File: src/hdl/fbcr_pkg.sv
// Shared types and constants for the five-byte command frame receiver.
package fbcr_pkg;

    // Configuration register indexes
    localparam int CFG_IDX_W = 2;
    localparam logic [CFG_IDX_W-1:0] REG_START_BYTE  = 2'd0;
    localparam logic [CFG_IDX_W-1:0] REG_END_BYTE    = 2'd1;
    localparam logic [CFG_IDX_W-1:0] REG_MAX_COMMAND = 2'd2;

    // Register reset values
    localparam logic [7:0] START_BYTE_RST  = 8'hEE;
    localparam logic [7:0] END_BYTE_RST    = 8'hFF;
    localparam logic [7:0] MAX_COMMAND_RST = 8'hFF;

    // Commands that take a sub code of 0..2; all others take only 0
    localparam logic [7:0] LOW_CMD_FIRST = 8'd1;
    localparam logic [7:0] LOW_CMD_LAST  = 8'd3;
    localparam logic [7:0] LOW_SUB_MAX   = 8'd2;

    // Frame queue between the assembler and the judge
    localparam int QDEPTH  = 2;
    localparam int QPTR_W  = $clog2(QDEPTH);
    localparam int QCNT_W  = $clog2(QDEPTH + 1);

    typedef enum logic [1:0] {
        ST_OK        = 2'd0,
        ST_CMD_RANGE = 2'd1,
        ST_CHECK     = 2'd2,
        ST_SUB       = 2'd3
    } status_t;

    // One complete frame as captured by the assembler
    typedef struct packed {
        logic [7:0] cmd;
        logic [7:0] sub;
        logic [7:0] chk;
    } frame_t;

    // Queue fill flags seen by both sides
    typedef struct packed {
        logic full;
        logic empty;
    } fifo_status_t;

endpackage

File: src/hdl/fbcr_front.sv
// Frame assembler: hunts for the start byte and collects the frame bytes.
module fbcr_front (
    input  logic                  clk,
    input  logic                  rst_n,
    input  logic                  in_valid,
    output logic                  in_ready,
    input  logic [7:0]            rx_byte,
    input  logic [7:0]            start_byte,
    input  logic [7:0]            end_byte,
    input  fbcr_pkg::fifo_status_t q_stat,
    output logic                  push,
    output fbcr_pkg::frame_t      push_data
);
    import fbcr_pkg::*;

    typedef enum logic [2:0] {
        HUNT      = 3'd0,
        GOT_START = 3'd1,
        GOT_CMD   = 3'd2,
        GOT_SUB   = 3'd3,
        GOT_CHK   = 3'd4
    } pos_t;

    pos_t       pos_reg;
    logic [7:0] cmd_reg;
    logic [7:0] sub_reg;
    logic [7:0] chk_reg;
    logic       accept;
    logic       is_start;
    logic       is_end;

    // Take a byte whenever the queue has room for a frame
    assign in_ready = !q_stat.full;
    assign accept   = in_valid && in_ready;
    assign is_start = (rx_byte == start_byte);
    assign is_end   = (rx_byte == end_byte);

    // Hand a finished frame to the queue on a good end byte
    assign push           = accept && (pos_reg == GOT_CHK) && is_end;
    assign push_data.cmd  = cmd_reg;
    assign push_data.sub  = sub_reg;
    assign push_data.chk  = chk_reg;

    // Advance through the frame positions
    always_ff @(posedge clk or negedge rst_n)
    begin
        if (!rst_n)
        begin
            pos_reg <= HUNT;
            cmd_reg <= 8'd0;
            sub_reg <= 8'd0;
            chk_reg <= 8'd0;
        end
        else if (accept)
        begin
            unique case (pos_reg)
                GOT_START:
                begin
                    cmd_reg <= rx_byte;
                    pos_reg <= GOT_CMD;
                end
                GOT_CMD:
                begin
                    sub_reg <= rx_byte;
                    pos_reg <= GOT_SUB;
                end
                GOT_SUB:
                begin
                    chk_reg <= rx_byte;
                    pos_reg <= GOT_CHK;
                end
                GOT_CHK:
                begin
                    // a bad end byte may itself open the next frame
                    if (is_end)
                        pos_reg <= HUNT;
                    else
                        pos_reg <= is_start ? GOT_START : HUNT;
                end
                default:
                begin
                    pos_reg <= is_start ? GOT_START : HUNT;
                end
            endcase
        end
    end

endmodule

File: src/hdl/fbcr_queue.sv
// Short frame queue between the assembler and the judge.
module fbcr_queue (
    input  logic                   clk,
    input  logic                   rst_n,
    input  logic                   push,
    input  fbcr_pkg::frame_t       push_data,
    input  logic                   pop,
    output fbcr_pkg::frame_t       pop_data,
    output fbcr_pkg::fifo_status_t q_stat
);
    import fbcr_pkg::*;

    frame_t             entry_reg [QDEPTH];
    logic [QPTR_W-1:0]  wr_ptr_reg;
    logic [QPTR_W-1:0]  rd_ptr_reg;
    logic [QCNT_W-1:0]  count_reg;
    logic [QCNT_W-1:0]  count_next;

    assign q_stat.full  = (count_reg == QCNT_W'(QDEPTH));
    assign q_stat.empty = (count_reg == '0);
    assign pop_data     = entry_reg[rd_ptr_reg];

    // Track the fill level
    always_comb
    begin
        count_next = count_reg;
        if (push && !pop)
            count_next = count_reg + 1'b1;
        else if (pop && !push)
            count_next = count_reg - 1'b1;
    end

    // Store pushed frames
    always_ff @(posedge clk)
    begin
        if (push)
            entry_reg[wr_ptr_reg] <= push_data;
    end

    // Advance pointers
    always_ff @(posedge clk or negedge rst_n)
    begin
        if (!rst_n)
        begin
            wr_ptr_reg <= '0;
            rd_ptr_reg <= '0;
            count_reg  <= '0;
        end
        else
        begin
            count_reg <= count_next;
            if (push)
                wr_ptr_reg <= (wr_ptr_reg == QPTR_W'(QDEPTH - 1)) ? '0 : wr_ptr_reg + 1'b1;
            if (pop)
                rd_ptr_reg <= (rd_ptr_reg == QPTR_W'(QDEPTH - 1)) ? '0 : rd_ptr_reg + 1'b1;
        end
    end

endmodule

File: src/hdl/fbcr_back.sv
// Frame judge: checks a queued frame and holds the result for the output.
module fbcr_back (
    input  logic                   clk,
    input  logic                   rst_n,
    input  fbcr_pkg::fifo_status_t q_stat,
    input  fbcr_pkg::frame_t       pop_data,
    output logic                   pop,
    input  logic [7:0]             start_byte,
    input  logic [7:0]             max_command,
    output logic                   out_valid,
    input  logic                   out_ready,
    output logic [1:0]             status,
    output logic [7:0]             command_id,
    output logic [7:0]             sub_code
);
    import fbcr_pkg::*;

    logic       valid_reg;
    status_t    status_reg;
    status_t    status_next;
    logic [7:0] cmd_reg;
    logic [7:0] sub_reg;
    logic       sub_ok;

    // Pull a frame when the output register is free or being emptied
    assign pop = !q_stat.empty && (!valid_reg || out_ready);

    // Judge the frame: first failing test wins
    always_comb
    begin
        if ((pop_data.cmd >= LOW_CMD_FIRST) && (pop_data.cmd <= LOW_CMD_LAST))
            sub_ok = (pop_data.sub <= LOW_SUB_MAX);
        else
            sub_ok = (pop_data.sub == 8'd0);

        priority if ((pop_data.cmd == 8'd0) || (pop_data.cmd > max_command))
            status_next = ST_CMD_RANGE;
        else if (pop_data.chk != (start_byte ^ pop_data.cmd ^ pop_data.sub))
            status_next = ST_CHECK;
        else if (!sub_ok)
            status_next = ST_SUB;
        else
            status_next = ST_OK;
    end

    // Load the result register
    always_ff @(posedge clk or negedge rst_n)
    begin
        if (!rst_n)
        begin
            valid_reg <= 1'b0;
        end
        else if (pop)
        begin
            valid_reg <= 1'b1;
        end
        else if (out_ready)
        begin
            valid_reg <= 1'b0;
        end
    end

    always_ff @(posedge clk)
    begin
        if (pop)
        begin
            status_reg <= status_next;
            cmd_reg    <= pop_data.cmd;
            sub_reg    <= pop_data.sub;
        end
    end

    assign out_valid  = valid_reg;
    assign status     = status_reg;
    assign command_id = cmd_reg;
    assign sub_code   = sub_reg;

endmodule

File: src/hdl/five_byte_command_frame_receiver_top.sv
// Top level of the five-byte command frame receiver.
// Takes one received byte per cycle on rx_byte while in_ready is high and assembles frames
// of start, command, sub code, check and end byte; each frame closed by a good end byte
// yields one item with a status and the command and sub code, offered on out_valid once
// the judge has moved it from the queue into the output register.
// A frame assembler feeds a two-entry frame queue that a judge drains into the output
// register, so bytes keep flowing while a result waits; in_ready is low whenever the queue
// holds two frames. Configuration writes take effect at once; the user must make them
// while the block is idle, which the block itself does not enforce.
module five_byte_command_frame_receiver_top (
    input  logic                           clk,
    input  logic                           rst_n,
    input  logic                           in_valid,
    output logic                           in_ready,
    input  logic [7:0]                     rx_byte,
    output logic                           out_valid,
    input  logic                           out_ready,
    output logic [1:0]                     status,
    output logic [7:0]                     command_id,
    output logic [7:0]                     sub_code,
    input  logic                           cfg_write,
    input  logic [fbcr_pkg::CFG_IDX_W-1:0] cfg_index,
    input  logic [7:0]                     cfg_data
);
    import fbcr_pkg::*;

    logic [7:0]   start_byte_reg;
    logic [7:0]   end_byte_reg;
    logic [7:0]   max_command_reg;
    fifo_status_t q_stat;
    logic         push;
    logic         pop;
    frame_t       push_data;
    frame_t       pop_data;

    // Configuration registers; unknown indexes are dropped
    always_ff @(posedge clk or negedge rst_n)
    begin
        if (!rst_n)
        begin
            start_byte_reg  <= START_BYTE_RST;
            end_byte_reg    <= END_BYTE_RST;
            max_command_reg <= MAX_COMMAND_RST;
        end
        else if (cfg_write)
        begin
            unique case (cfg_index)
                REG_START_BYTE:  start_byte_reg  <= cfg_data;
                REG_END_BYTE:    end_byte_reg    <= cfg_data;
                REG_MAX_COMMAND: max_command_reg <= cfg_data;
                default:         ;
            endcase
        end
    end

    fbcr_front u_front (
        .clk        (clk),
        .rst_n      (rst_n),
        .in_valid   (in_valid),
        .in_ready   (in_ready),
        .rx_byte    (rx_byte),
        .start_byte (start_byte_reg),
        .end_byte   (end_byte_reg),
        .q_stat     (q_stat),
        .push       (push),
        .push_data  (push_data)
    );

    fbcr_queue u_queue (
        .clk       (clk),
        .rst_n     (rst_n),
        .push      (push),
        .push_data (push_data),
        .pop       (pop),
        .pop_data  (pop_data),
        .q_stat    (q_stat)
    );

    fbcr_back u_back (
        .clk         (clk),
        .rst_n       (rst_n),
        .q_stat      (q_stat),
        .pop_data    (pop_data),
        .pop         (pop),
        .start_byte  (start_byte_reg),
        .max_command (max_command_reg),
        .out_valid   (out_valid),
        .out_ready   (out_ready),
        .status      (status),
        .command_id  (command_id),
        .sub_code    (sub_code)
    );

endmodule

File: config.mk
export PLATFORM = sky130hd
export DESIGN_NAME = five_byte_command_frame_receiver_top
export DESIGN_NICKNAME = d
export VERILOG_FILES = /design/src/hdl/fbcr_pkg.sv /design/src/hdl/fbcr_front.sv /design/src/hdl/fbcr_queue.sv /design/src/hdl/fbcr_back.sv /design/src/hdl/five_byte_command_frame_receiver_top.sv
export SDC_FILE = /design/constraint.sdc
export NUM_CORES = 1
export LEC_CHECK = 0
export BUFFER_PORTS_ARGS = -buffer_cell sky130_fd_sc_hd__buf_2
export CORE_UTILIZATION = 50
export DETAILED_ROUTE_END_ITERATION = 6
export HOLD_SLACK_MARGIN = 0.05
export PLACE_DENSITY = 0.69
export SLEW_MARGIN = 10
export SYNTH_ARGS = -nofsm -noshare
export SYNTH_HDL_FRONTEND = slang
export SYNTH_SLANG_ARGS = --single-unit
File: constraint.sdc
create_clock -name clk -period 5.2 [get_ports clk]
set_input_delay 1.3 -clock clk [delete_from_list [all_inputs] [get_ports clk]]
set_output_delay 1.3 -clock clk [all_outputs]
set_load 0.02 [all_outputs]
After elaboration in Yosys (flattened, before gate mapping):

Memory sizes are Yosys's and may differ from the RTL's.
Index checks and enable logic that the tools add are counted.

* input port bits: 23
* bits in registers: 74
* memories: 1
* memory bits (writable): 48
* output and inout port bits: 20
* word-level logic and storage cells: 75

* $add $sub $neg: 4
* bitwise logic cells: 2
* equality and inequality tests: 10
* muxes and demuxes: 14
* reduce and logical (&&, ||, !) cells: 26
* order comparisons: 4

Memory list
* u_queue.entry_reg: words 2, width 24, rd ports 1, clocked after Yosys merged registers in 0, write ports 1, line fbcr_queue.sv:13 `frame_t entry_reg [QDEPTH];`

Operator list (number)
* $eq A8 B8 Y1: 2
* $le A8 B2 Y1 const B: 2
* $logic_not A8 Y1: 2
* $xor A8 B8 Y8: 2
* $pmux W3 S4: 1
* $reduce_and A2 Y1: 6
* $ge A8 B1 Y1 const B: 1
* $gt A8 B8 Y1: 1
* $mux W1: 8
* $mux W2: 4
* $ne A8 B8 Y1: 1
* $logic_and A1 B1 Y1: 7
* $eq A3 B2 Y1 const B: 2
* $logic_not A1 Y1: 5
* $eq A2 B2 Y1 const B: 2
* $logic_not A2 Y1: 2
* $reduce_bool A2 Y1: 2
* $eq A3 B1 Y1 const B: 1
* $eq A3 B3 Y1 const B: 1
* $mux W3: 1
* $add A1 B1 Y1 const B: 2
* $add A2 B1 Y2 const B: 1
* $eq A2 B1 Y1 const B: 1
* $logic_or A1 B1 Y1: 2
* $sub A2 B1 Y2 const B: 1

Logic depth before layout (Yosys ltp):

* depth after elaboration: 9
* depth in mapped cells: 11
* mapped depth without buffers: 9

Modules after synthesis:

A second synthesis with hierarchy kept.

* cell total of the unflattened synthesis: 324
* area total of the unflattened synthesis: 5321.4 µm²

Modules (own cells, without submodules)
* fbcr_queue: times used 1, cells each 91, sequential area each 1541.5 µm², area each 2020.7 µm²
* fbcr_front: times used 1, cells each 90, sequential area each 675.6 µm², area each 1239.9 µm²
* fbcr_back: times used 1, cells each 92, sequential area each 565.5 µm², area each 1121.1 µm²
* five_byte_command_frame_receiver_top: times used 1, cells each 51, sequential area each 628.1 µm², area each 939.7 µm²

Worst setup path after synthesis:

OpenSTA, ideal clock, no wires.

* path kind: in2reg
* start: input port rx_byte[7]
* end: memory u_queue.entry_reg[0][0] in the netlist's numbering, enable pin
* required time: 4.765 ns
* slack: 0.857 ns
* stages on the path: 5
* path buffers: 0
* setup time: 0.435 ns
* arrival time: 3.908 ns
* path through: xor2_1 > nor4_1 > nand4_1 > or4_1 > nor3_1

* longest elaborated chain between the ends: 4

RTL lines
* from (decl): line five_byte_command_frame_receiver_top.sv:15 `input logic [7:0] rx_byte,`
* $eq A8 B8 Y1: line fbcr_front.sv:36 `assign is_end = (rx_byte == end_byte);`
* $logic_and A1 B1 Y1: line fbcr_front.sv:39 `assign push = accept && (pos_reg == GOT_CHK) && is_end;`
* $mux W1: line fbcr_queue.sv:36 `if (push)`
* $mux W1 (not written as such): line fbcr_queue.sv:37 `entry_reg[wr_ptr_reg] <= push_data;`
* to (decl): line fbcr_queue.sv:13

No other way between the ends.

Worst setup path in the final report:

* start: register u_queue.rd_ptr_reg
* end: register u_back.status_reg[1] (netlist: u_back.status[1]), data pin

* longest elaborated chain between the ends: 6
* elaborated cells on any way between the ends: 15
* classes of those cells: order compare: 4; eq/ne: 1; mux: 3; bitwise: 2; reduce/logical: 4; memory: 1

RTL lines
* from (decl): line fbcr_queue.sv:15 `logic [QPTR_W-1:0] rd_ptr_reg;`
* from (signal assigned): line fbcr_queue.sv:55 `rd_ptr_reg <= (rd_ptr_reg == QPTR_W'(QDEPTH - 1)) ? '0 : rd_ptr_reg + 1'b1;`
* $mem_v2 Z2 W24 *
* $ge A8 B1 Y1 or $le A8 B2 Y1 (tied branches): line fbcr_back.sv:31 `if ((pop_data.cmd >= LOW_CMD_FIRST) && (pop_data.cmd <= LOW_CMD_LAST))`
* $logic_and A1 B1 Y1: line fbcr_back.sv:31
* $mux W1: line fbcr_back.sv:31
* $mux W2: line fbcr_back.sv:40 `else if (!sub_ok)`
* $mux W2: line fbcr_back.sv:38 `else if (pop_data.chk != (start_byte ^ pop_data.cmd ^ pop_data.sub))`
* to (signal assigned): line fbcr_back.sv:67 `status_reg <= status_next;`
* to (decl): line fbcr_back.sv:19 `status_t status_reg;`

Every way passes the cells marked *; elsewhere a longest branch is shown, timed or not.
A chain may end at the register's enable or synchronous reset.

==> results.json <==
{
  "fmax_mhz": 300,
  "postSynthCellCount": 329,
  "fin_crit_ns": 3.34,
  "final_max_slew_viol_count": 0,
  "cts_buffers": 17,
  "hpwl_um": 6970,
  "cts_setup_buffers": 0,
  "synth-seq-cells": 122,
  "gp_congestion": 0.735,
  "grt_overflow": 0,
  "viasPerCell": 5.24,
  "io_buffers": 42,
  "fin_util_pct": 62.3,
  "hold_buffers": 0,
  "tns_ns": 0,
  "crit_type": "flop to flop",
  "critical_path_arrival_ns": 3.60,
  "routed_wl_um": 10100,
  "leakage_nw": 2.50,
  "cp-end-kind": "flop",
  "path_clk_slew_ns": 0.06,
  "grt_pass1_vias": 2990,
  "nets": 422,
  "vias": 2811,
  "ys_top_cells_by_area": "edfxtp_1, dfrtp_1, mux2_2",
  "m1WireLength_um": 4450,
  "required_ns": 5.46,
  "yosysUniqueCellTypes": 38,
  "ys_seq_area_share_pct": 65.7,
  "synth_edf_count": 66,
  "ys_dominant_reg_cell": "edfxtp_1",
  "drive_gt1_share_pct": 40.2,
  "syn_area_per_cell_um2": 15.8,
  "die_w_um": 104,
  "cts_tree": "yes",
  "status": "complete, no violations",
  "timing.slew.headroom_pct": 40.7,
  "postSynthNetCount": 361,
  "clock_sinks": 122,
  "clkLatencyLatePin_ns": 0.50,
  "clock_path_buffers": 2,
  "cts_resized": 0,
  "whs_ns": 0.469,
  "max_cap_viol_count": 0,
  "pre_cts_slack_ns": 1.56,
  "fin_crit_sh_pct": 64.2,
  "ant_nets": 0,
  "htreeDepth": 4,
  "die_area_um2": 10800,
  "die_y_um": 104,
  "start_util_pct": 52.4,
  "netlist.area_leader.share_pct": 38.2,
  "grt_pass1_wl_um": 16000,
  "synthMostInstantiatedCell": "edfxtp_1",
  "ir_worst_vdd_uv": 331,
  "synth_top_area_cell": "edfxtp_1",
  "diodes": 0,
  "power.density_nw_per_um2": 565,
  "syn2layout_area_growth_pct": 19.0,
  "hp-class": "flop to flop",
  "drtIter0Drc": 129,
  "rows": 36,
  "synthArstFlopShare_pct": 45.9,
  "hold_violations": 0,
  "route.met3.wl_um": 308,
  "tightest_slew_ns": 0.887,
  "cp_max_fo": 16,
  "startpoint_type": "flop",
  "routed.top_layer": "met4",
  "worst_slack_ns": 1.86,
  "rsz0062_at_grt": "false",
  "coreArea_um2": 9910,
  "skew_ns": 0.00460,
  "grt_max_degree": 45,
  "synth_common_cells": "edfxtp_1, mux2_2, dfrtp_1",
  "grtUsageTotal_pct": 20.1,
  "wl_met2_um": 5210,
  "largest_reg_flops": 48,
  "cts-root-buf": "clkbuf_8",
  "firstDrtPassIters": 4,
  "antenna_found_initial": 0,
  "ys_warn_count": 0,
  "io_pins": 43,
  "setup_viol": 0,
  "syn_area_um2": 5190,
  "drc_errors": 0,
  "wl_per_cell_um": 18.8
}
[power by group]
part           total (mW)  internal [mW]  switching (mW)
registers            1.52           1.33           0.182
logic               0.804          0.389           0.415
clock network        1.17          0.770           0.401
total                3.49           2.49           0.999
[layer usage]
layer  GRT usage, %  vias to the layer above
li1               -                     1329
met1           25.5                     1411
met2           34.2                       58
met3           4.89                       13
met4           6.22                        0
met5              0                        -
[layout by cell type (no fill, tap or decap), drive strengths merged, types with 11 or more instances in the layout]
cell type | synthesis | layout
nor2 | 11 | 11
buf | 3 | 46
mux2i | 13 | 13
mux2 | 59 | 59
inv | 15 | 15
xor2 | 25 | 25
dfrtp | 34 | 34
edfxtp | 66 | 66
dfstp | 22 | 22
clkbuf | 1 | 18
xnor2 | 16 | 16
[through the flow]
step	cells	power, mW	instance area (um^2)
after floorplan	329	2.09	5190
after global placement	504	2.30	5580
after detailed placement	504	2.34	5580
after CTS	536	3.52	6170
after global routing	536	3.64	6180
final	536	3.49	6180
[cell type report]
class	instances	area (um^2)
clock buffer	18	418
clock inverter	14	179
fill	758	3730
inverter	15	56.3
multi-input combinational	188	1710
sequential	122	3410
tap	133	166
timing repair buffer	46	240
[final timing paths]
check                                          end  slack (ns)               start  depth (start not counted)
max                               u_back.status[1]        1.86  u_queue.rd_ptr_reg                          7
min                        u_queue.entry_reg[0][3]        0.47  u_front.chk_reg[3]                          0
max reg2reg                       u_back.status[1]        1.86  u_queue.rd_ptr_reg                          7
min reg2reg                u_queue.entry_reg[0][3]        0.47  u_front.chk_reg[3]                          0
max in group asynchronous          end_byte_reg[1]        3.66               rst_n                          2
min in group asynchronous       u_front.chk_reg[4]        0.68               rst_n                          1
[cell families after synthesis]
logic type,share of synthesized area (%)
AOI/OAI and AO/OA,1.93
xor gates and xnor gates,7.79
adders and majority gates,2.39
buffers and inverters,1.57
DFF,65.7
muxes,15.5
and+or+nand+nor,5.06
[critical path: stages, from the launching register on]
cell     delay [ns]
dfrtp_1        0.80
buf_4          0.39
mux2i_1        0.38
nand4_2        0.16
or3_1          0.41
maj3_2         0.32
or4_1          0.40
o211a_1        0.22
(Power assumes the default switching activity.)
